[config.mk]
export PLATFORM = sky130hd
export DESIGN_NAME = load_cell_adc_reader
export DESIGN_NICKNAME = d
export VERILOG_FILES = /design/src/design/lcar_pkg.sv /design/src/design/lcar_div.sv /design/src/design/lcar_tick.sv /design/src/design/load_cell_adc_reader.sv
export SDC_FILE = /design/constraint.sdc
export NUM_CORES = 1
export LEC_CHECK = 0
export BUFFER_PORTS_ARGS = -buffer_cell sky130_fd_sc_hd__buf_4
export CAP_MARGIN = 20
export CORE_MARGIN = 2
export CORE_UTILIZATION = 60
export CTS_BUF_LIST = sky130_fd_sc_hd__clkbuf_16
export DETAILED_ROUTE_END_ITERATION = 6
export PLACE_DENSITY = 0.76
export SYNTH_ARGS = -nofsm -noshare
export SYNTH_HDL_FRONTEND = slang
export SYNTH_SLANG_ARGS = --single-unit
[constraint.sdc]
create_clock -name aclk -period 10.39 [get_ports aclk]
set_clock_uncertainty 0.2 [all_clocks]
set_input_delay 0.5195 -clock aclk [delete_from_list [all_inputs] [get_ports aclk]]
set_output_delay 0.5195 -clock aclk [all_outputs]
set_load 0.05 [all_outputs]
[src/design/lcar_pkg.sv]
`default_nettype none

package lcar_pkg;

    localparam int SAMPLE_BITS   = 24;
    localparam int FRACTION_BITS = 8;

    localparam int RAW_W      = 24;
    localparam int WEIGHT_W   = 33;
    localparam int FACTOR_W   = 24;
    localparam int INTERVAL_W = 24;
    localparam int TIMEOUT_W  = 20;
    localparam int CFG_DATA_W = 24;
    localparam int CFG_IDX_W  = 2;

    localparam int DIFF_W     = SAMPLE_BITS + 1;
    localparam int MAG_W      = SAMPLE_BITS + FRACTION_BITS;
    localparam int BIT_CNT_W  = $clog2(SAMPLE_BITS + 1);
    localparam int DIV_CNT_W  = $clog2(MAG_W + 1);

    localparam int S_TDATA_W  = 8;
    localparam int S_TUSER_W  = 1;
    localparam int M_TDATA_W  = 64;
    localparam int M_PAD_W    = M_TDATA_W - (4 + RAW_W + WEIGHT_W);

    localparam logic [FACTOR_W-1:0]   FACTOR_RESET   = FACTOR_W'(1000);
    localparam logic [INTERVAL_W-1:0] INTERVAL_RESET = INTERVAL_W'(100000);
    localparam logic [TIMEOUT_W-1:0]  TIMEOUT_RESET  = TIMEOUT_W'(10000);

    typedef enum logic [CFG_IDX_W-1:0] {
        CFG_FACTOR   = 2'd0,
        CFG_INTERVAL = 2'd1,
        CFG_TIMEOUT  = 2'd2
    } cfg_idx_t;

    typedef enum logic [2:0] {
        PH_IDLE      = 3'd0,
        PH_WAIT      = 3'd1,
        PH_BIT_HIGH  = 3'd2,
        PH_BIT_LOW   = 3'd3,
        PH_GAIN_HIGH = 3'd4,
        PH_GAIN_LOW  = 3'd5
    } phase_t;

    typedef enum logic {
        CTL_IDLE = 1'b0,
        CTL_DIV  = 1'b1
    } ctl_t;

    typedef struct packed {
        logic             div_req;
        logic             tare_done;
        logic [RAW_W-1:0] raw;
        logic             timed_out;
        logic             read_done;
        logic             clock_pin;
    } tick_res_t;

    typedef struct packed {
        logic [M_PAD_W-1:0]  pad;
        logic [WEIGHT_W-1:0] weight;
        logic                tare_done;
        logic [RAW_W-1:0]    raw;
        logic                timed_out;
        logic                read_done;
        logic                clock_pin;
    } result_t;

endpackage

`default_nettype wire

[src/design/lcar_div.sv]
`default_nettype none

module lcar_div (
    input  logic                          aclk,
    input  logic                          aresetn,
    input  logic                          start,
    input  logic [lcar_pkg::MAG_W-1:0]    num_mag,
    input  logic                          num_neg,
    input  logic [lcar_pkg::FACTOR_W-1:0] divisor,
    output logic                          done,
    output logic [lcar_pkg::WEIGHT_W-1:0] quotient
);
    import lcar_pkg::*;

    logic                 busy_reg, busy_next;
    logic                 done_reg, done_next;
    logic [DIV_CNT_W-1:0] cnt_reg, cnt_next;
    logic [FACTOR_W-1:0]  rem_reg, rem_next;
    logic [MAG_W-1:0]     quot_reg, quot_next;
    logic [FACTOR_W-1:0]  dvs_reg, dvs_next;
    logic                 neg_reg, neg_next;

    logic [FACTOR_W:0]    rem_shift;
    logic [FACTOR_W:0]    rem_sub;
    logic                 fits;
    logic [WEIGHT_W-1:0]  q_ext;

    always_comb begin
        rem_shift = {rem_reg, quot_reg[MAG_W-1]};
        rem_sub   = rem_shift - {1'b0, dvs_reg};
        fits      = rem_shift >= {1'b0, dvs_reg};

        busy_next = busy_reg;
        done_next = 1'b0;
        cnt_next  = cnt_reg;
        rem_next  = rem_reg;
        quot_next = quot_reg;
        dvs_next  = dvs_reg;
        neg_next  = neg_reg;

        if (start) begin
            busy_next = 1'b1;
            cnt_next  = DIV_CNT_W'(MAG_W);
            rem_next  = '0;
            quot_next = num_mag;
            dvs_next  = divisor;
            neg_next  = num_neg;
        end else if (busy_reg) begin
            rem_next  = fits ? rem_sub[FACTOR_W-1:0] : rem_shift[FACTOR_W-1:0];
            quot_next = {quot_reg[MAG_W-2:0], fits};
            cnt_next  = cnt_reg - 1'b1;
            if (cnt_reg == DIV_CNT_W'(1)) begin
                busy_next = 1'b0;
                done_next = 1'b1;
            end
        end
    end

    always_ff @(posedge aclk) begin
        if (!aresetn) begin
            busy_reg <= 1'b0;
            done_reg <= 1'b0;
            cnt_reg  <= '0;
        end else begin
            busy_reg <= busy_next;
            done_reg <= done_next;
            cnt_reg  <= cnt_next;
        end
    end

    always_ff @(posedge aclk) begin
        rem_reg  <= rem_next;
        quot_reg <= quot_next;
        dvs_reg  <= dvs_next;
        neg_reg  <= neg_next;
    end

    assign q_ext    = WEIGHT_W'(quot_reg);
    assign quotient = neg_reg ? -q_ext : q_ext;
    assign done     = done_reg;

endmodule

`default_nettype wire

[src/design/lcar_tick.sv]
`default_nettype none

module lcar_tick (
    input  logic                            aclk,
    input  logic                            aresetn,
    input  logic                            step,
    input  logic                            op,
    input  logic                            data_pin,
    input  logic [lcar_pkg::INTERVAL_W-1:0] interval,
    input  logic [lcar_pkg::TIMEOUT_W-1:0]  timeout,
    output lcar_pkg::tick_res_t             res,
    output logic [lcar_pkg::MAG_W-1:0]      num_mag,
    output logic                            num_neg
);
    import lcar_pkg::*;

    phase_t                        phase_reg, phase_next;
    logic [BIT_CNT_W-1:0]          bit_cnt_reg, bit_cnt_next;
    logic [SAMPLE_BITS-1:0]        shift_reg, shift_next;
    logic [INTERVAL_W-1:0]         interval_reg, interval_next;
    logic [TIMEOUT_W-1:0]          wait_reg, wait_next;
    logic signed [SAMPLE_BITS-1:0] offset_reg, offset_next;
    logic                          tare_reg, tare_next;

    logic [INTERVAL_W-1:0]         ivl;
    logic [TIMEOUT_W-1:0]          tmo;
    phase_t                        ph;
    logic                          tare_p;
    logic                          finish;
    logic signed [SAMPLE_BITS-1:0] raw;
    logic signed [DIFF_W-1:0]      diff;
    logic signed [DIFF_W-1:0]      mag;

    always_comb begin
        ivl    = (interval == '0) ? INTERVAL_W'(1) : interval;
        tmo    = (timeout == '0) ? TIMEOUT_W'(1) : timeout;
        tare_p = tare_reg | op;

        interval_next = (interval_reg != '1) ? interval_reg + 1'b1 : interval_reg;
        wait_next     = wait_reg;
        bit_cnt_next  = bit_cnt_reg;
        shift_next    = shift_reg;
        offset_next   = offset_reg;
        tare_next     = tare_p;
        res           = '0;
        finish        = 1'b0;
        raw           = '0;

        ph = phase_reg;
        if (phase_reg == PH_IDLE && interval_next >= ivl) begin
            interval_next = '0;
            wait_next     = '0;
            ph            = PH_WAIT;
        end
        phase_next = ph;

        unique case (ph)
            PH_IDLE: begin
                phase_next = PH_IDLE;
            end
            PH_WAIT: begin
                if (!data_pin) begin
                    bit_cnt_next = '0;
                    shift_next   = '0;
                    phase_next   = PH_BIT_HIGH;
                end else begin
                    wait_next = wait_next + 1'b1;
                    if (wait_next >= tmo) begin
                        res.timed_out = 1'b1;
                        finish        = 1'b1;
                    end
                end
            end
            PH_BIT_HIGH: begin
                res.clock_pin = 1'b1;
                phase_next    = PH_BIT_LOW;
            end
            PH_BIT_LOW: begin
                shift_next   = {shift_reg[SAMPLE_BITS-2:0], data_pin};
                bit_cnt_next = bit_cnt_reg + 1'b1;
                phase_next   = (bit_cnt_next >= BIT_CNT_W'(SAMPLE_BITS)) ?
                               PH_GAIN_HIGH : PH_BIT_HIGH;
            end
            PH_GAIN_HIGH: begin
                res.clock_pin = 1'b1;
                phase_next    = PH_GAIN_LOW;
            end
            PH_GAIN_LOW: begin
                raw    = shift_reg;
                finish = 1'b1;
            end
            default: begin
                phase_next = PH_IDLE;
            end
        endcase

        if (finish) begin
            res.read_done = 1'b1;
            res.raw       = RAW_W'(raw);
            phase_next    = PH_IDLE;
            if (tare_p) begin
                offset_next   = raw;
                tare_next     = 1'b0;
                res.tare_done = 1'b1;
            end else if (raw != '0) begin
                res.div_req = 1'b1;
            end
        end

        diff    = DIFF_W'(raw) - DIFF_W'(offset_reg);
        num_neg = diff[DIFF_W-1];
        mag     = num_neg ? -diff : diff;
        num_mag = MAG_W'(mag[SAMPLE_BITS-1:0]) << FRACTION_BITS;
    end

    always_ff @(posedge aclk) begin
        if (!aresetn) begin
            phase_reg    <= PH_IDLE;
            bit_cnt_reg  <= '0;
            shift_reg    <= '0;
            interval_reg <= '0;
            wait_reg     <= '0;
            offset_reg   <= '0;
            tare_reg     <= 1'b0;
        end else if (step) begin
            phase_reg    <= phase_next;
            bit_cnt_reg  <= bit_cnt_next;
            shift_reg    <= shift_next;
            interval_reg <= interval_next;
            wait_reg     <= wait_next;
            offset_reg   <= offset_next;
            tare_reg     <= tare_next;
        end
    end

endmodule

`default_nettype wire

[src/design/load_cell_adc_reader.sv]
// Timing: a tick's result is registered as its request is taken; a tick
//   that ends a read and updates the weight waits for the shared restoring
//   divider, which retires one quotient bit per cycle over 32 bits.
// Throughput: 1 tick per cycle; s_tready is low while dividing or stalled.
// Reset: synchronous on aresetn low; clears phase, counters, tare offset, weight
//   and restores the default configuration.
`default_nettype none

module load_cell_adc_reader (
    input  logic                             aclk,
    input  logic                             aresetn,
    input  logic                             s_tvalid,
    output logic                             s_tready,
    input  logic [lcar_pkg::S_TDATA_W-1:0]   s_tdata,   // data_pin
    input  logic [lcar_pkg::S_TUSER_W-1:0]   s_tuser,   // op
    output logic                             m_tvalid,
    input  logic                             m_tready,
    // clock_pin, read_done, timed_out, raw_reading[24], tare_done, weight[33]
    output logic [lcar_pkg::M_TDATA_W-1:0]   m_tdata,
    input  logic                             cfg_wr_en,
    input  logic [lcar_pkg::CFG_IDX_W-1:0]   cfg_index,
    input  logic [lcar_pkg::CFG_DATA_W-1:0]  cfg_data
);
    import lcar_pkg::*;

    logic [FACTOR_W-1:0]   factor_reg;
    logic [INTERVAL_W-1:0] interval_reg;
    logic [TIMEOUT_W-1:0]  timeout_reg;

    ctl_t                  ctl_reg, ctl_next;
    logic                  m_valid_reg, m_valid_next;
    result_t               result_reg, result_next;
    logic [WEIGHT_W-1:0]   weight_reg, weight_next;

    logic                  accept;
    logic                  div_start;
    logic                  div_done;
    logic [WEIGHT_W-1:0]   quotient;
    logic [FACTOR_W-1:0]   divisor;
    tick_res_t             tick_res;
    logic [MAG_W-1:0]      num_mag;
    logic                  num_neg;

    assign s_tready = (ctl_reg == CTL_IDLE) && (!m_valid_reg || m_tready);
    assign accept   = s_tvalid && s_tready;
    assign divisor  = (factor_reg == '0) ? FACTOR_W'(1) : factor_reg;

    always_ff @(posedge aclk) begin
        if (!aresetn) begin
            factor_reg   <= FACTOR_RESET;
            interval_reg <= INTERVAL_RESET;
            timeout_reg  <= TIMEOUT_RESET;
        end else if (cfg_wr_en) begin
            unique case (cfg_index)
                CFG_FACTOR:   factor_reg   <= cfg_data[FACTOR_W-1:0];
                CFG_INTERVAL: interval_reg <= cfg_data[INTERVAL_W-1:0];
                CFG_TIMEOUT:  timeout_reg  <= cfg_data[TIMEOUT_W-1:0];
                default: ;
            endcase
        end
    end

    lcar_tick u_tick (
        .aclk     (aclk),
        .aresetn  (aresetn),
        .step     (accept),
        .op       (s_tuser[0]),
        .data_pin (s_tdata[0]),
        .interval (interval_reg),
        .timeout  (timeout_reg),
        .res      (tick_res),
        .num_mag  (num_mag),
        .num_neg  (num_neg)
    );

    lcar_div u_div (
        .aclk     (aclk),
        .aresetn  (aresetn),
        .start    (div_start),
        .num_mag  (num_mag),
        .num_neg  (num_neg),
        .divisor  (divisor),
        .done     (div_done),
        .quotient (quotient)
    );

    always_comb begin
        ctl_next     = ctl_reg;
        m_valid_next = m_valid_reg;
        result_next  = result_reg;
        weight_next  = weight_reg;
        div_start    = 1'b0;

        if (m_valid_reg && m_tready) begin
            m_valid_next = 1'b0;
        end

        unique case (ctl_reg)
            CTL_IDLE: begin
                if (accept) begin
                    result_next.pad       = '0;
                    result_next.clock_pin = tick_res.clock_pin;
                    result_next.read_done = tick_res.read_done;
                    result_next.timed_out = tick_res.timed_out;
                    result_next.raw       = tick_res.raw;
                    result_next.tare_done = tick_res.tare_done;
                    result_next.weight    = weight_reg;
                    if (tick_res.div_req) begin
                        div_start = 1'b1;
                        ctl_next  = CTL_DIV;
                    end else begin
                        m_valid_next = 1'b1;
                    end
                end
            end
            CTL_DIV: begin
                if (div_done) begin
                    weight_next        = quotient;
                    result_next.weight = quotient;
                    m_valid_next       = 1'b1;
                    ctl_next           = CTL_IDLE;
                end
            end
            default: begin
                ctl_next = CTL_IDLE;
            end
        endcase
    end

    always_ff @(posedge aclk) begin
        if (!aresetn) begin
            ctl_reg     <= CTL_IDLE;
            m_valid_reg <= 1'b0;
            weight_reg  <= '0;
        end else begin
            ctl_reg     <= ctl_next;
            m_valid_reg <= m_valid_next;
            weight_reg  <= weight_next;
        end
    end

    always_ff @(posedge aclk) begin
        result_reg <= result_next;
    end

    assign m_tvalid = m_valid_reg;
    assign m_tdata  = result_reg;

endmodule

`default_nettype wire

### Yosys cells after proc, flatten, opt, wreduce, memory -nomap -nowiden

Cells that the tools add are included.

* input port bits: 40
* logic and storage cells: 133
* register bits after elaboration: 354
* output and inout bits: 66

* $add $sub $neg: 8
* bitwise gates (word level): 4
* muxes and demuxes: 52
* reductions and logical operators: 25
* equality and inequality tests: 12
* magnitude comparators: 4

Operators by type and width (number)
* 24-bit 2-to-1 mux: 7
* 20-bit 2-to-1 mux: 4
* 33-bit 2-to-1 mux: 2
* 33-bit one-hot mux with 2 select lines: 1
* 32-bit 2-to-1 mux: 2
* 61-bit 2-to-1 mux: 1
* 24-bit logical NOT: 2
* 24-bit one-hot mux with 2 select lines: 1
* 32-bit negation with 33-bit output: 1
* 26-bit 2-to-1 mux: 1
* 25-bit by 24-bit >= comparator with 1-bit output: 1
* 24-bit by 24-bit subtractor with 25-bit output: 1
* 24-bit by 1-bit adder with 24-bit output (second input constant): 1
* 24-bit >= comparator: 1
* 24-bit inequality test (second input constant): 1
* 24-bit negation: 1
* 24-bit nonzero test: 1
* 24-bit subtractor: 1
* 1-bit 2-to-1 mux: 21
* 20-bit by 1-bit adder with 20-bit output (second input constant): 1
* 20-bit >= comparator: 1
* 20-bit logical NOT: 1
* 3-bit one-hot mux with 5 select lines: 1
* 3-bit 2-to-1 mux: 4
* other kinds (27): 46

### Logic depth before layout (Yosys ltp)

Gate-level depths: netlist of run 1.

* depth after elaboration: 15
* depth in mapped cells: 35
* depth with buffers taken out: 29

### By module

From an unflattened synthesis of run 1, not the netlist that was laid out.

* cell total of the unflattened synthesis: 2306
* area, all modules: 20253.2 µm²

By module, submodules not included
* lcar_tick: sequential area each 2021.9 µm², area each 8667.1 µm², times used 1, cells an instance 1177
* load_cell_adc_reader: sequential area each 3893.7 µm², area each 6172.2 µm², times used 1, cells an instance 596
* lcar_div: sequential area each 2352.3 µm², area each 5413.9 µm², times used 1, cells an instance 533

### Least setup slack after synthesis of run 1

Ideal clock, no wire load.

* path kind: reg2reg
* start point: reg u_tick.interval_reg[7]
* end point: reg u_tick.offset_reg[10]
* data arrival time: 6697 ps
* clock period less this slack: 6968 ps
* path buffers: 6
* library setup time: 72 ps
* stages on the path, launching flop included: 33
* setup slack: 3422 ps
* required time: 10118 ps
* cells stage by stage: dfxtp_1 and3_1 and3_1 clkbuf_1 nand4_1 and4_1 clkbuf_1 nand3_1 nor3_1 nand4_1 xnor2_1 ha_1 and4_1 nand3_1 o31a_1 a21boi_1 clkbuf_1 clkbuf_1 nor2b_1 ha_1 nand2b_1 a21o_1 a21o_1 a21oi_1 o21ai_0 a2111oi_0 o21ai_0 a21oi_1 a2111oi_2 nand3b_1 clkbuf_1 buf_2 mux2i_1

* longest elaborated chain between the ends: 11
* elaborated cells between the ends (all ways): 16
* classes of those cells: add/sub (2); order compare (2); eq/ne (3); mux (7); reduce/logical (2)

Ends and longest elaborated chain
* start: declaration: line lcar_tick.sv:20 `logic [INTERVAL_W-1:0] interval_reg, interval_next;`
* start signal: assignment: line lcar_tick.sv:129 `interval_reg <= interval_next;`
* 24-bit by 1-bit adder with 24-bit output or 24-bit inequality test (tied branches): line lcar_tick.sv:39 `interval_next = (interval_reg != '1) ? interval_reg + 1'b1 : interval_reg;`
* 24-bit 2-to-1 mux *: line lcar_tick.sv:39
* 24-bit >= comparator *: line lcar_tick.sv:50 `if (phase_reg == PH_IDLE && interval_next >= ivl) begin`
* 1-bit logical AND *: line lcar_tick.sv:50
* 20-bit 2-to-1 mux: line lcar_tick.sv:50
* 20-bit by 1-bit adder with 20-bit output: line lcar_tick.sv:67 `wait_next = wait_next + 1'b1;`
* 20-bit >= comparator: line lcar_tick.sv:68 `if (wait_next >= tmo) begin`
* 1-bit 2-to-1 mux: line lcar_tick.sv:68
* 1-bit 2-to-1 mux: line lcar_tick.sv:62 `if (!data_pin) begin`
* 1-bit one-hot mux with 2 select lines: line lcar_tick.sv:57 `unique case (ph)`
* 3-bit AND reduction (no source line)
* end signal: assignment: line lcar_tick.sv:131 `offset_reg <= offset_next;`
* end: declaration: line lcar_tick.sv:22 `logic signed [SAMPLE_BITS-1:0] offset_reg, offset_next;`

Mark *: on every way between the ends. The rest lies on a longest branch, timed or not.
A chain may end at the register's enable or synchronous reset.

### Final worst setup path of run 1

* start point: reg u_tick.interval_reg[6]
* end point: reg u_tick.offset_reg[5]

Same word-level chain as after synthesis.

==> qor.txt, run 1 <==
Min-Delay Startpoint = cfg_data[6]
worst skew pair latency = 0.54 ns
Core Area = 0.0327 mm2
WP data arrival = 7.77 ns
worst r2r src = u_tick.interval_reg[6]$_SDFFE_PN0P_
Leak Pwr = 9.09 nW
via/cell ratio = 5.72
slew margin rel. = 27.5%
top-count cell post-synth = nand2_1
Setup CP Type = reg2reg
Crit. End Element = flop
Sinks on Clock Net = 354
die area = 0.0349 mm2
setup bufs post-CTS = 0
max-slew violations = 0
Area Growth Syn to Fin = 10.9%
GP Congestion = 0.861
H-tree depth reported by CTS = 2
Largest register FFs = 61
Fin Setup TNS = 0 ns
Peak VDD IR = 0.000111 V
GRT met2 Usage = 40.3%
CTS Buffer Depth = 3
Top Usage Layer GRT = met2
via count = 15900
First DRT Iteration DRCs = 863
first-pass GRT wire length = 73100 um
largest net degree at the start of global routing = 123
antenna violations before repair = 0
drt wl/cell = 15.8 um
I/O Buffers = 95
final antenna-violating net count = 0
CP Launch Type = flop
Clock Pin Slew Worst Setup and Hold Paths = 0.06 ns
final hold slack = 0.0330 ns
Die Wd = 187 um
Yosys top cell area share = 24.4%
fin nets = 2455
worst path required time = 10.58 ns
Slew @ Worst Pin = 1.09 ns
drt pass-1 iters = 5
Setup WS pre-CTS = 2.77 ns
# setup viols final = 0
Crit. Startpoint = u_tick.interval_reg[6]$_SDFFE_PN0P_
final setup margin = 2.81 ns
Post-Syn Area = 0.0200 mm2
std cell rows = 66
total power = 0.00323 W
post-synthesis average cell area = 8.67 um2
synth top area cells = dfxtp_1 (24%), edfxtp_1 (16%), ha_1 (6.2%), nand2_1 (5.6%), xnor2_1 (3.8%)
vias in the first global route = 15000
met3 track demand over resource = 3.46%
Hold Vio Cnt, Final = 0
leading area contributor after synthesis = dfxtp_1
slowest stage delay, CP = 0.70 ns
Tot GR Track Use = 24.6%
period utilization = 72.9%
worst reg2reg setup slack = 2.81 ns
RSZ-0062 raised after global routing = false
Finished Core Util = 67.9%
Most used DFF post-synth = dfxtp_1
Post-synth top cells = nand2_1 (299), dfxtp_1 (244), nor2_1 (205), clkbuf_1 (133), inv_1 (122)
cts hold-fix bufs = 0
root buffer cell = clkbuf_16
Worst Reg2Reg Path Length in Cells = 26
Worst Hold Class = in2reg
Post-synth EDFFs = 110
maximum operating frequency = 132 MHz
count of different cell masters after synthesis = 84
Gate Count Post-Synth = 2311
CTS tree = yes
DP HPWL = 30200 um
Diodes inserted = 0
Total Routed Length = 44100 um
Hold Path Depth = 3
CP max-delay cell = a2111oi_2
Yosys warnings = 0
cts repair resizes = 0
residual DRC count = 0
Pwr Density = 145 mW/mm2
Die Y = 187 um
share of synthesized registers carrying an async set or reset = 0%
Max FO, Critical Path = 28
grt met1 use = 34.7%
CTS buffer count = 39
run status = complete, no violations
FF-to-FF End = u_tick.offset_reg[5]$_SDFFE_PN0P_
maximum capacitance violations = 0
share of post-route cells with drive strength above 1 = 9.09%
Starting Density = 61.2%
total grt overflow = 0
Seq/Total Area, Yosys = 40.9%
hold worst-path end = factor_reg[6]$_SDFFE_PN1P_
clock period minus worst slack = 7.58 ns
# IOs = 106
register bit total from synthesis = 354
[power breakdown]
part / internal, W / leakage [nW] / switching (W)
sequential: 0.00146 / 3.07 / 0.0000262
clock: 0.000845 / 0.665 / 0.000576
combinational: 0.000123 / 5.36 / 0.000198
total: 0.00243 / 9.09 / 0.000800
[logic make-up (layout without fill, tap and decap cells)]
family / count (synthesis) / count (layout) / share of synthesized area, %
xor+xnor: 129 / 129 / 5.64
other cells: 1 / 3 / 0.0187
simple gates: 884 / 884 / 21.4
flops: 354 / 354 / 40.9
fa+ha+maj: 101 / 101 / 6.38
mux: 75 / 75 / 3.76
compound gates: 487 / 487 / 16.4
buf+inv: 280 / 311 / 5.50
[cell usage in the layout (no fill, tap or decap), types with 88 or more instances in the layout]
cell type  count
o21ai_0      102
buf_4        113
inv_1        127
nand3_1       92
edfxtp_1     110
xnor2_1       88
nand2_1      299
nor2_1       204
dfxtp_1      243
ha_1          99
[critical path, delay by kind of cell (launching register included)]
kind	cells	cell delay (ns)
AOI/OAI and AO/OA	7	2.02
buffers and inverters	2	0.71
and+or+nand+nor	13	3.14
xor gates and xnor gates	1	0.19
adders and majority gates	2	0.59
DFF	1	0.36
muxes	1	0.17
[how the worst max path moves through the flow]
| stage | cells past startpoint | slack [ns] | end |
|---|---|---|---|
| 2_1_floorplan | 32 | 3.42 | u_tick.offset_reg[10]$_SDFFE_PN0P_ |
| 3_3_place_gp | 26 | 2.92 | u_tick.offset_reg[2]$_SDFFE_PN0P_ |
| 3_5_place_dp | 26 | 2.77 | u_tick.offset_reg[8]$_SDFFE_PN0P_ |
| 4_1_cts | 26 | 2.76 | u_tick.offset_reg[8]$_SDFFE_PN0P_ |
| 5_1_grt | 26 | 2.15 | u_tick.offset_reg[5]$_SDFFE_PN0P_ |
| 6_report | 26 | 2.81 | u_tick.offset_reg[5]$_SDFFE_PN0P_ |
[metal layers]
metal,share of wire (%),wire length (um)
met3,4.4,1950
met4,1.6,703
met5,0,0
met2,46,20300
met1,48,21100
[per-stage QoR]
step	instances	area, um2
global placement	2711	20800
global route	2786	22200
floorplan	2313	20000
CTS	2782	22100
finish	2786	22200
detailed placement	2711	20800
[layout make-up]
class                           instances  area (um2)
Multi-Input combinational cell       1679       10800
Fill cell                            2721       10500
Sequential cell                       354        8190
Clock buffer                           41        1030
Timing Repair Buffer                  116         918
Tap cell                              442         553
Inverter                              124         465
Clock inverter                         30         293
Note: power is estimated with default switching activity, not from simulation.
==> inputs of run 2 (changes only) <==
Settings changed: ABC_AREA from default to 1.
Clock period 10.39 ns to 7.3 ns, I/O delays scaled along.
==> run 2 against run 1 <==
  * Combinational power down 8.7%
  * Power up 29%
  * Critical path depth up 12
  * Global-route usage up 3.5 points
  * Wire length up 14%
  * Clock power up 25%
  * Critical endpoint is now u_tick.offset_reg[15]$_SDFFE_PN0P_
  * Largest cell class unchanged
==> qor.txt, run 2 <==
share of synthesized registers carrying an async set or reset = 0% (unchanged)
largest net degree at the start of global routing = 90 (was 123)
commonest non-fill, non-tap cells in the layout = nand2_1 (547), inv_1 (419), nor2_1 (302), dfxtp_1 (244), a21oi_1 (232) (was nand2_1 (299), dfxtp_1 (243), nor2_1 (204), inv_1 (127), buf_4 (113))
CP Launch Type = flop (unchanged)
max-slew violations = 0 (unchanged)
first-pass GRT wire length = 83100 um (was 73100 um)
residual DRC count = 0 (unchanged)
count of different cell masters after synthesis = 62 (was 84)
Die Wd = 188 um (was 187 um)
Yosys warnings = 0 (unchanged)
maximum operating frequency = 149 MHz (was 132 MHz)
most frequent CP cell = nand2_1
CP delay by family, top = simple AND/OR/NAND/NOR gates (unchanged)
post-synthesis average cell area = 7.35 um2 (was 8.67 um2)
Post-synth EDFFs = 110 (unchanged)
final non-filler cell total = 3312 (was 2786)
# setup viols final = 0 (unchanged)
Filler cells = 2859 (was 2721)
share of post-route cells with drive strength above 1 = 7.83% (was 9.09%)
Die Y = 188 um (was 187 um)
worst skew pair latency = 0.52 ns (was 0.54 ns)
Post-synth top cells = nand2_1 (548), inv_1 (407), nor2_1 (302), dfxtp_1 (244), a21oi_1 (232) (was nand2_1 (299), dfxtp_1 (244), nor2_1 (205), clkbuf_1 (133), inv_1 (122))
# placed instances = 3211 (was 2711)
RSZ-0062 raised after global routing = false (unchanged)
Seq/Total Area, Yosys = 40.2% (was 40.9%)
final hold slack = 0.103 ns (was 0.0330 ns)
Slew @ Worst Pin = 1.11 ns (was 1.09 ns)
drt pass-1 iters = 6 (was 5)
H-tree depth reported by CTS = 2 (unchanged)
Max FO, Critical Path = 38 (was 28)
Pwr Density = 183 mW/mm2 (was 145 mW/mm2)
Core Area = 0.0335 mm2 (was 0.0327 mm2)
slowest stage delay, CP = 0.34 ns (was 0.70 ns)
Fin Setup TNS = 0 ns (unchanged)
leading area contributor after synthesis = dfxtp_1 (unchanged)
Total Routed Length = 50400 um (was 44100 um)
via count = 18400 (was 15900)
# IOs = 106 (unchanged)
Leak Pwr = 10.2 nW (was 9.09 nW)
Starting Density = 60.8% (was 61.2%)
maximum capacitance violations = 0 (unchanged)
register bit total from synthesis = 354 (unchanged)
Hold Vio Cnt, Final = 0 (unchanged)
Crit. End Element = flop (unchanged)
run status = complete, no violations (unchanged)
GP Congestion = 0.920 (was 0.861)
most common cell after layout, fill and taps aside = nand2_1 (unchanged)
drt wl/cell = 15.2 um (was 15.8 um)
Most used DFF post-synth = dfxtp_1 (unchanged)
Tot GR Track Use = 28.1% (was 24.6%)
Worst Hold Class = in2reg (unchanged)
std cell rows = 67 (was 66)
worst path required time = 7.53 ns (was 10.58 ns)
CP max-delay cell = dfxtp_1 (was a2111oi_2)
vias in the first global route = 17100 (was 15000)
total grt overflow = 0 (unchanged)
Clock Pin Slew Worst Setup and Hold Paths = 0.06 ns (about the same)
CTS tree = yes (unchanged)
via/cell ratio = 5.55 (was 5.72)
period utilization = 91.9% (was 72.9%)
Multi-input gate area = 0.0101 mm2 (was 0.0108 mm2)
First DRT Iteration DRCs = 1439 (was 863)
root buffer cell = clkbuf_16 (unchanged)
buffer and inverter count on the worst path = 4 (was 2)
slew margin rel. = 26.0% (was 27.5%)
I/O Buffers = 95 (unchanged)
clock period minus worst slack = 6.71 ns (was 7.58 ns)
Setup CP Type = reg2reg (unchanged)
final antenna-violating net count = 0 (unchanged)
fin nets = 2973 (was 2455)
Largest register FFs = 61 (unchanged)
Post-Syn Area = 0.0204 mm2 (was 0.0200 mm2)
top-count cell post-synth = nand2_1 (unchanged)
FF/Latch Area = 0.00819 mm2 (about the same)
Sinks on Clock Net = 354 (unchanged)
Peak VDD IR = 0.000169 V (was 0.000111 V)
CTS Buffer Depth = 3 (unchanged)
CTS buffer count = 38 (was 39)
antenna violations before repair = 4 (was 0)
Area Growth Syn to Fin = 11.4% (was 10.9%)
synth top area cells = dfxtp_1 (24%), edfxtp_1 (16%), nand2_1 (10%), inv_1 (7.5%), ha_1 (6.1%) (was dfxtp_1 (24%), edfxtp_1 (16%), ha_1 (6.2%), nand2_1 (5.6%), xnor2_1 (3.8%))
die area = 0.0355 mm2 (was 0.0349 mm2)
Yosys top cell area share = 24.0% (was 24.4%)
WP data arrival = 6.94 ns (was 7.77 ns)
Gate Count Post-Synth = 2773 (was 2311)
DP HPWL = 36100 um (was 30200 um)
[run 2: cell count changes in the layout (fill, tap and decap cells not counted), sizes merged, moves of 60 or more]
cell / before / now
inv: 132 / 423
nand2: 299 / 553
a21oi: 87 / 233
o21ai: 107 / 221
nor2: 205 / 308
a21boi: 86 / 4
mux2i: 73 / 0
xnor2: 88 / 28
[run 2: kinds of logic (layout without fill, tap and decap cells)]
family | count (synthesis) | count (layout) | synth area share (%)
AO/OA/AOI/OAI | 572 | 572 | 16.1
XOR/XNOR | 90 | 90 | 3.90
adder cells (fa/ha/maj) | 101 | 101 | 6.27
buffers and inverters | 534 | 620 | 10.3
flip-flops | 354 | 354 | 40.2
other | 1 | 6 | 0.0184
AND/OR/NAND/NOR | 1121 | 1121 | 23.3
[run 2: worst paths after layout]
path | start | endpoint | slack, ns | cells past startpoint
max | u_tick.interval_reg[0]$_SDFFE_PN0P_ | u_tick.offset_reg[15]$_SDFFE_PN0P_ | 0.59 | 38
min | s_tuser | m_tdata[27]$_SDFFCE_PP0P_ | 0.10 | 3
max reg2reg | u_tick.interval_reg[0]$_SDFFE_PN0P_ | u_tick.offset_reg[15]$_SDFFE_PN0P_ | 0.59 | 38
min reg2reg | factor_reg[4]$_SDFFE_PN0P_ | u_div.dvs_reg[4]$_SDFFCE_PN0P_ | 0.26 | 0
[run 2: final cells by class]
cell class / instances / area share (%)
Inverter: 413 / 6.83
Tap cell: 448 / 2.47
Multi-Input combinational cell: 1887 / 44.6
Antenna cell: 3 / 0.0330
Timing Repair Buffer: 138 / 4.98
Clock buffer: 40 / 4.41
Sequential cell: 354 / 36.0
Clock inverter: 29 / 0.628
[run 2: layer usage]
| layer | wire length, um | global-route usage (%) |
|---|---|---|
| met1 | 23500 | 39.8 |
| met2 | 22600 | 45.7 |
| met3 | 3050 | 3.04 |
| met4 | 1180 | 8.53 |
| met5 | 0 | 0 |
[run 2: where the power goes]
| group | leakage (nW) | internal, W | switching [W] |
|---|---|---|---|
| clock | 0.607 | 0.000993 | 0.000784 |
| sequential | 3.05 | 0.00207 | 0.0000205 |
| combinational | 6.56 | 0.0000877 | 0.000205 |
[run 2: per-stage QoR]
stage / area, um2 / util [%] / worst slack (ns) / total power, W
after floorplan: 20400 / - / 1.80 / 0.00232
after global placement: 21300 / 63.4 / 0.594 / 0.00240
after detailed placement: 21300 / 63.4 / 0.382 / 0.00241
after CTS: 22600 / 67.5 / 0.301 / 0.00418
after global routing: 22700 / 67.8 / 0.0755 / 0.00428
final: 22700 / 67.8 / 0.592 / 0.00416
[run 2: worst min-delay path, delay by kind of cell]
family	cells	cell delay [ns]
buffers and inverters	1	0.09
AND/OR/NAND/NOR	2	0.24
[run 2: timing repair]
action                     in CTS  in global routing
resized for setup               0                  4
buffers inserted                0                  3
setup endpoints to repair       0                 25
hold endpoints to repair       59                  0
hold buffers                   25                  0
==> inputs of run 3 (changes only) <==
Settings changed: CORE_UTILIZATION 60 to 56, PLACE_DENSITY 0.76 to 0.75.
Clock period 7.3 ns to 6 ns, I/O delays scaled along.
==> run 3 against run 2 <==
  * Cell count increased by 1.6%
  * Register-to-register slack worse by 0.47 ns
  * Sequential power is 22% higher
  * Critical path depth is 3 higher
  * Combinational power up 27%
  * Core utilization down 1.1 points
  * Die area increased by 7.0%
==> qor.txt, run 3 (synthesis results as in run 2) <==
run status = complete, no violations (unchanged)
largest net degree at the start of global routing = 90 (unchanged)
Die Wd = 195 um (was 188 um)
maximum operating frequency = 170 MHz (was 149 MHz)
total power = 0.00540 W (was 0.00416 W)
max-slew violations = 0 (unchanged)
vias in the first global route = 17300 (was 17100)
CTS buffer count = 39 (was 38)
final hold slack = 0.0644 ns (was 0.103 ns)
root buffer cell = clkbuf_16 (unchanged)
share of post-route cells with drive strength above 1 = 12.3% (was 7.83%)
Largest register FFs = 61 (unchanged)
Setup CP Type = reg2reg (unchanged)
die area = 0.0380 mm2 (was 0.0355 mm2)
Max FO, Critical Path = 8 (was 38)
first-pass GRT wire length = 84000 um (was 83100 um)
final antenna-violating net count = 0 (unchanged)
Clock Pin Slew Worst Setup and Hold Paths = 0.06 ns (about the same)
Sinks on Clock Net = 354 (unchanged)
Leak Pwr = 10.7 nW (was 10.2 nW)
antenna violations before repair = 1 (was 4)
drt pass-1 iters = 7 (was 6)
Starting Density = 57.1% (was 60.8%)
most common cell after layout, fill and taps aside = nand2_1 (unchanged)
Hold Vio Cnt, Final = 0 (unchanged)
Filler cells = 2942 (was 2859)
Area Growth Syn to Fin = 16.8% (was 11.4%)
GP Congestion = 0.928 (was 0.920)
Crit. End Element = flop (unchanged)
CTS Buffer Depth = 3 (unchanged)
H-tree depth reported by CTS = 2 (unchanged)
commonest non-fill, non-tap cells in the layout = nand2_1 (527), inv_1 (411), nor2_1 (274), dfxtp_1 (240), a21oi_1 (230) (was nand2_1 (547), inv_1 (419), nor2_1 (302), dfxtp_1 (244), a21oi_1 (232))
via/cell ratio = 5.54 (was 5.55)
WP data arrival = 6.12 ns (was 6.94 ns)
CP max-delay cell = dfxtp_4 (was dfxtp_1)
Total Routed Length = 53200 um (was 50400 um)
period utilization = 98.0% (was 91.9%)
worst path required time = 6.24 ns (was 7.53 ns)
Peak VDD IR = 0.000219 V (was 0.000169 V)
std cell rows = 69 (was 67)
# setup viols final = 0 (unchanged)
Pwr Density = 227 mW/mm2 (was 183 mW/mm2)
Worst Hold Class = in2reg (unchanged)
# IOs = 106 (unchanged)
drt wl/cell = 15.8 um (was 15.2 um)
residual DRC count = 0 (unchanged)
Tot GR Track Use = 26.7% (was 28.1%)
worst skew pair latency = 0.56 ns (was 0.52 ns)
First DRT Iteration DRCs = 1337 (was 1439)
I/O Buffers = 95 (unchanged)
CTS tree = yes (unchanged)
total grt overflow = 0 (unchanged)
DP HPWL = 37000 um (was 36100 um)
CP Launch Type = flop (unchanged)
buffer and inverter count on the worst path = 5 (was 4)
maximum capacitance violations = 0 (unchanged)
clock period minus worst slack = 5.88 ns (was 6.71 ns)
slowest stage delay, CP = 0.37 ns (was 0.34 ns)
fin nets = 3014 (was 2973)
cell area after layout = 0.0238 mm2 (was 0.0227 mm2)
slew margin rel. = 33.2% (was 26.0%)
CP delay by family, top = simple AND/OR/NAND/NOR gates (unchanged)
via count = 18600 (was 18400)
placed cell areas = 0.0214 mm2 (was 0.0213 mm2)
most frequent CP cell = nand2_1 (unchanged)
Die Y = 195 um (was 188 um)
Core Area = 0.0357 mm2 (was 0.0335 mm2)
Slew @ Worst Pin = 0.999 ns (was 1.11 ns)
## run 3: report_power, final
part           total, W  switching [W]  leakage [nW]  internal (W)
combinational  0.000373       0.000258          6.92      0.000115
sequential      0.00254      0.0000251          3.05       0.00251
clock           0.00249       0.000994         0.686       0.00150
total           0.00540        0.00128          10.7       0.00412
## run 3: cell type report
class | count | area (um2) | area share [%]
diodes | 1 | 2.50 | 0.0105
clock buffers | 41 | 1030 | 4.31
clock inverters | 30 | 295 | 1.24
inverters | 413 | 1550 | 6.52
multi-input cells | 1887 | 10600 | 44.5
flip-flops and latches | 354 | 8200 | 34.4
well taps | 461 | 577 | 2.42
repair buffers | 178 | 1570 | 6.58
## run 3: stage by stage
step	utilization [%]	setup TNS (ns)	worst slack [ns]	std cells
final	66.7	0	0.121	3365
after global routing	66.7	-3.93	-0.187	3365
after CTS	64.4	0	0.0257	3341
after detailed placement	59.9	-0.146	-0.0548	3243
after global placement	59.9	0	0.162	3243
after floorplan	-	0	0.499	2775
## run 3: worst paths after layout
path,from,depth (start not counted),slack (ns),end
setup / recovery,u_tick.interval_reg[0]$_SDFFE_PN0P_,41,0.12,u_tick.offset_reg[23]$_SDFFE_PN0P_
hold / removal,cfg_index[1],4,0.06,interval_reg[16]$_SDFFE_PN1P_
setup reg to reg,u_tick.interval_reg[0]$_SDFFE_PN0P_,41,0.12,u_tick.offset_reg[23]$_SDFFE_PN0P_
hold reg to reg,factor_reg[11]$_SDFFE_PN0P_,0,0.26,u_div.dvs_reg[11]$_SDFFCE_PN0P_
## run 3: tightest hold or removal path: cells and delay by family
kind / cells / cell delay, ns
buf+inv: 2 / 0.28
compound gates: 1 / 0.15
simple gates: 1 / 0.05
## run 3: timing repair
| item | 4_1_cts | 5_1_grt |
|---|---|---|
| hold buffers | 27 | 0 |
| gates resized for setup | 1 | 128 |
| endpoints found under the setup margin | 25 | 30 |
| pin swaps | 0 | 40 |
| gates cloned | 0 | 8 |
| buffers inserted | 0 | 15 |
| hold endpoints to repair | 72 | 0 |
## run 3: per-layer routing
| layer | GRT usage [%] | routed length [um] |
|---|---|---|
| met1 | 37.1 | 24300 |
| met2 | 43.0 | 24000 |
| met3 | 3.57 | 3340 |
| met4 | 8.99 | 1630 |
| met5 | 0 | 0 |
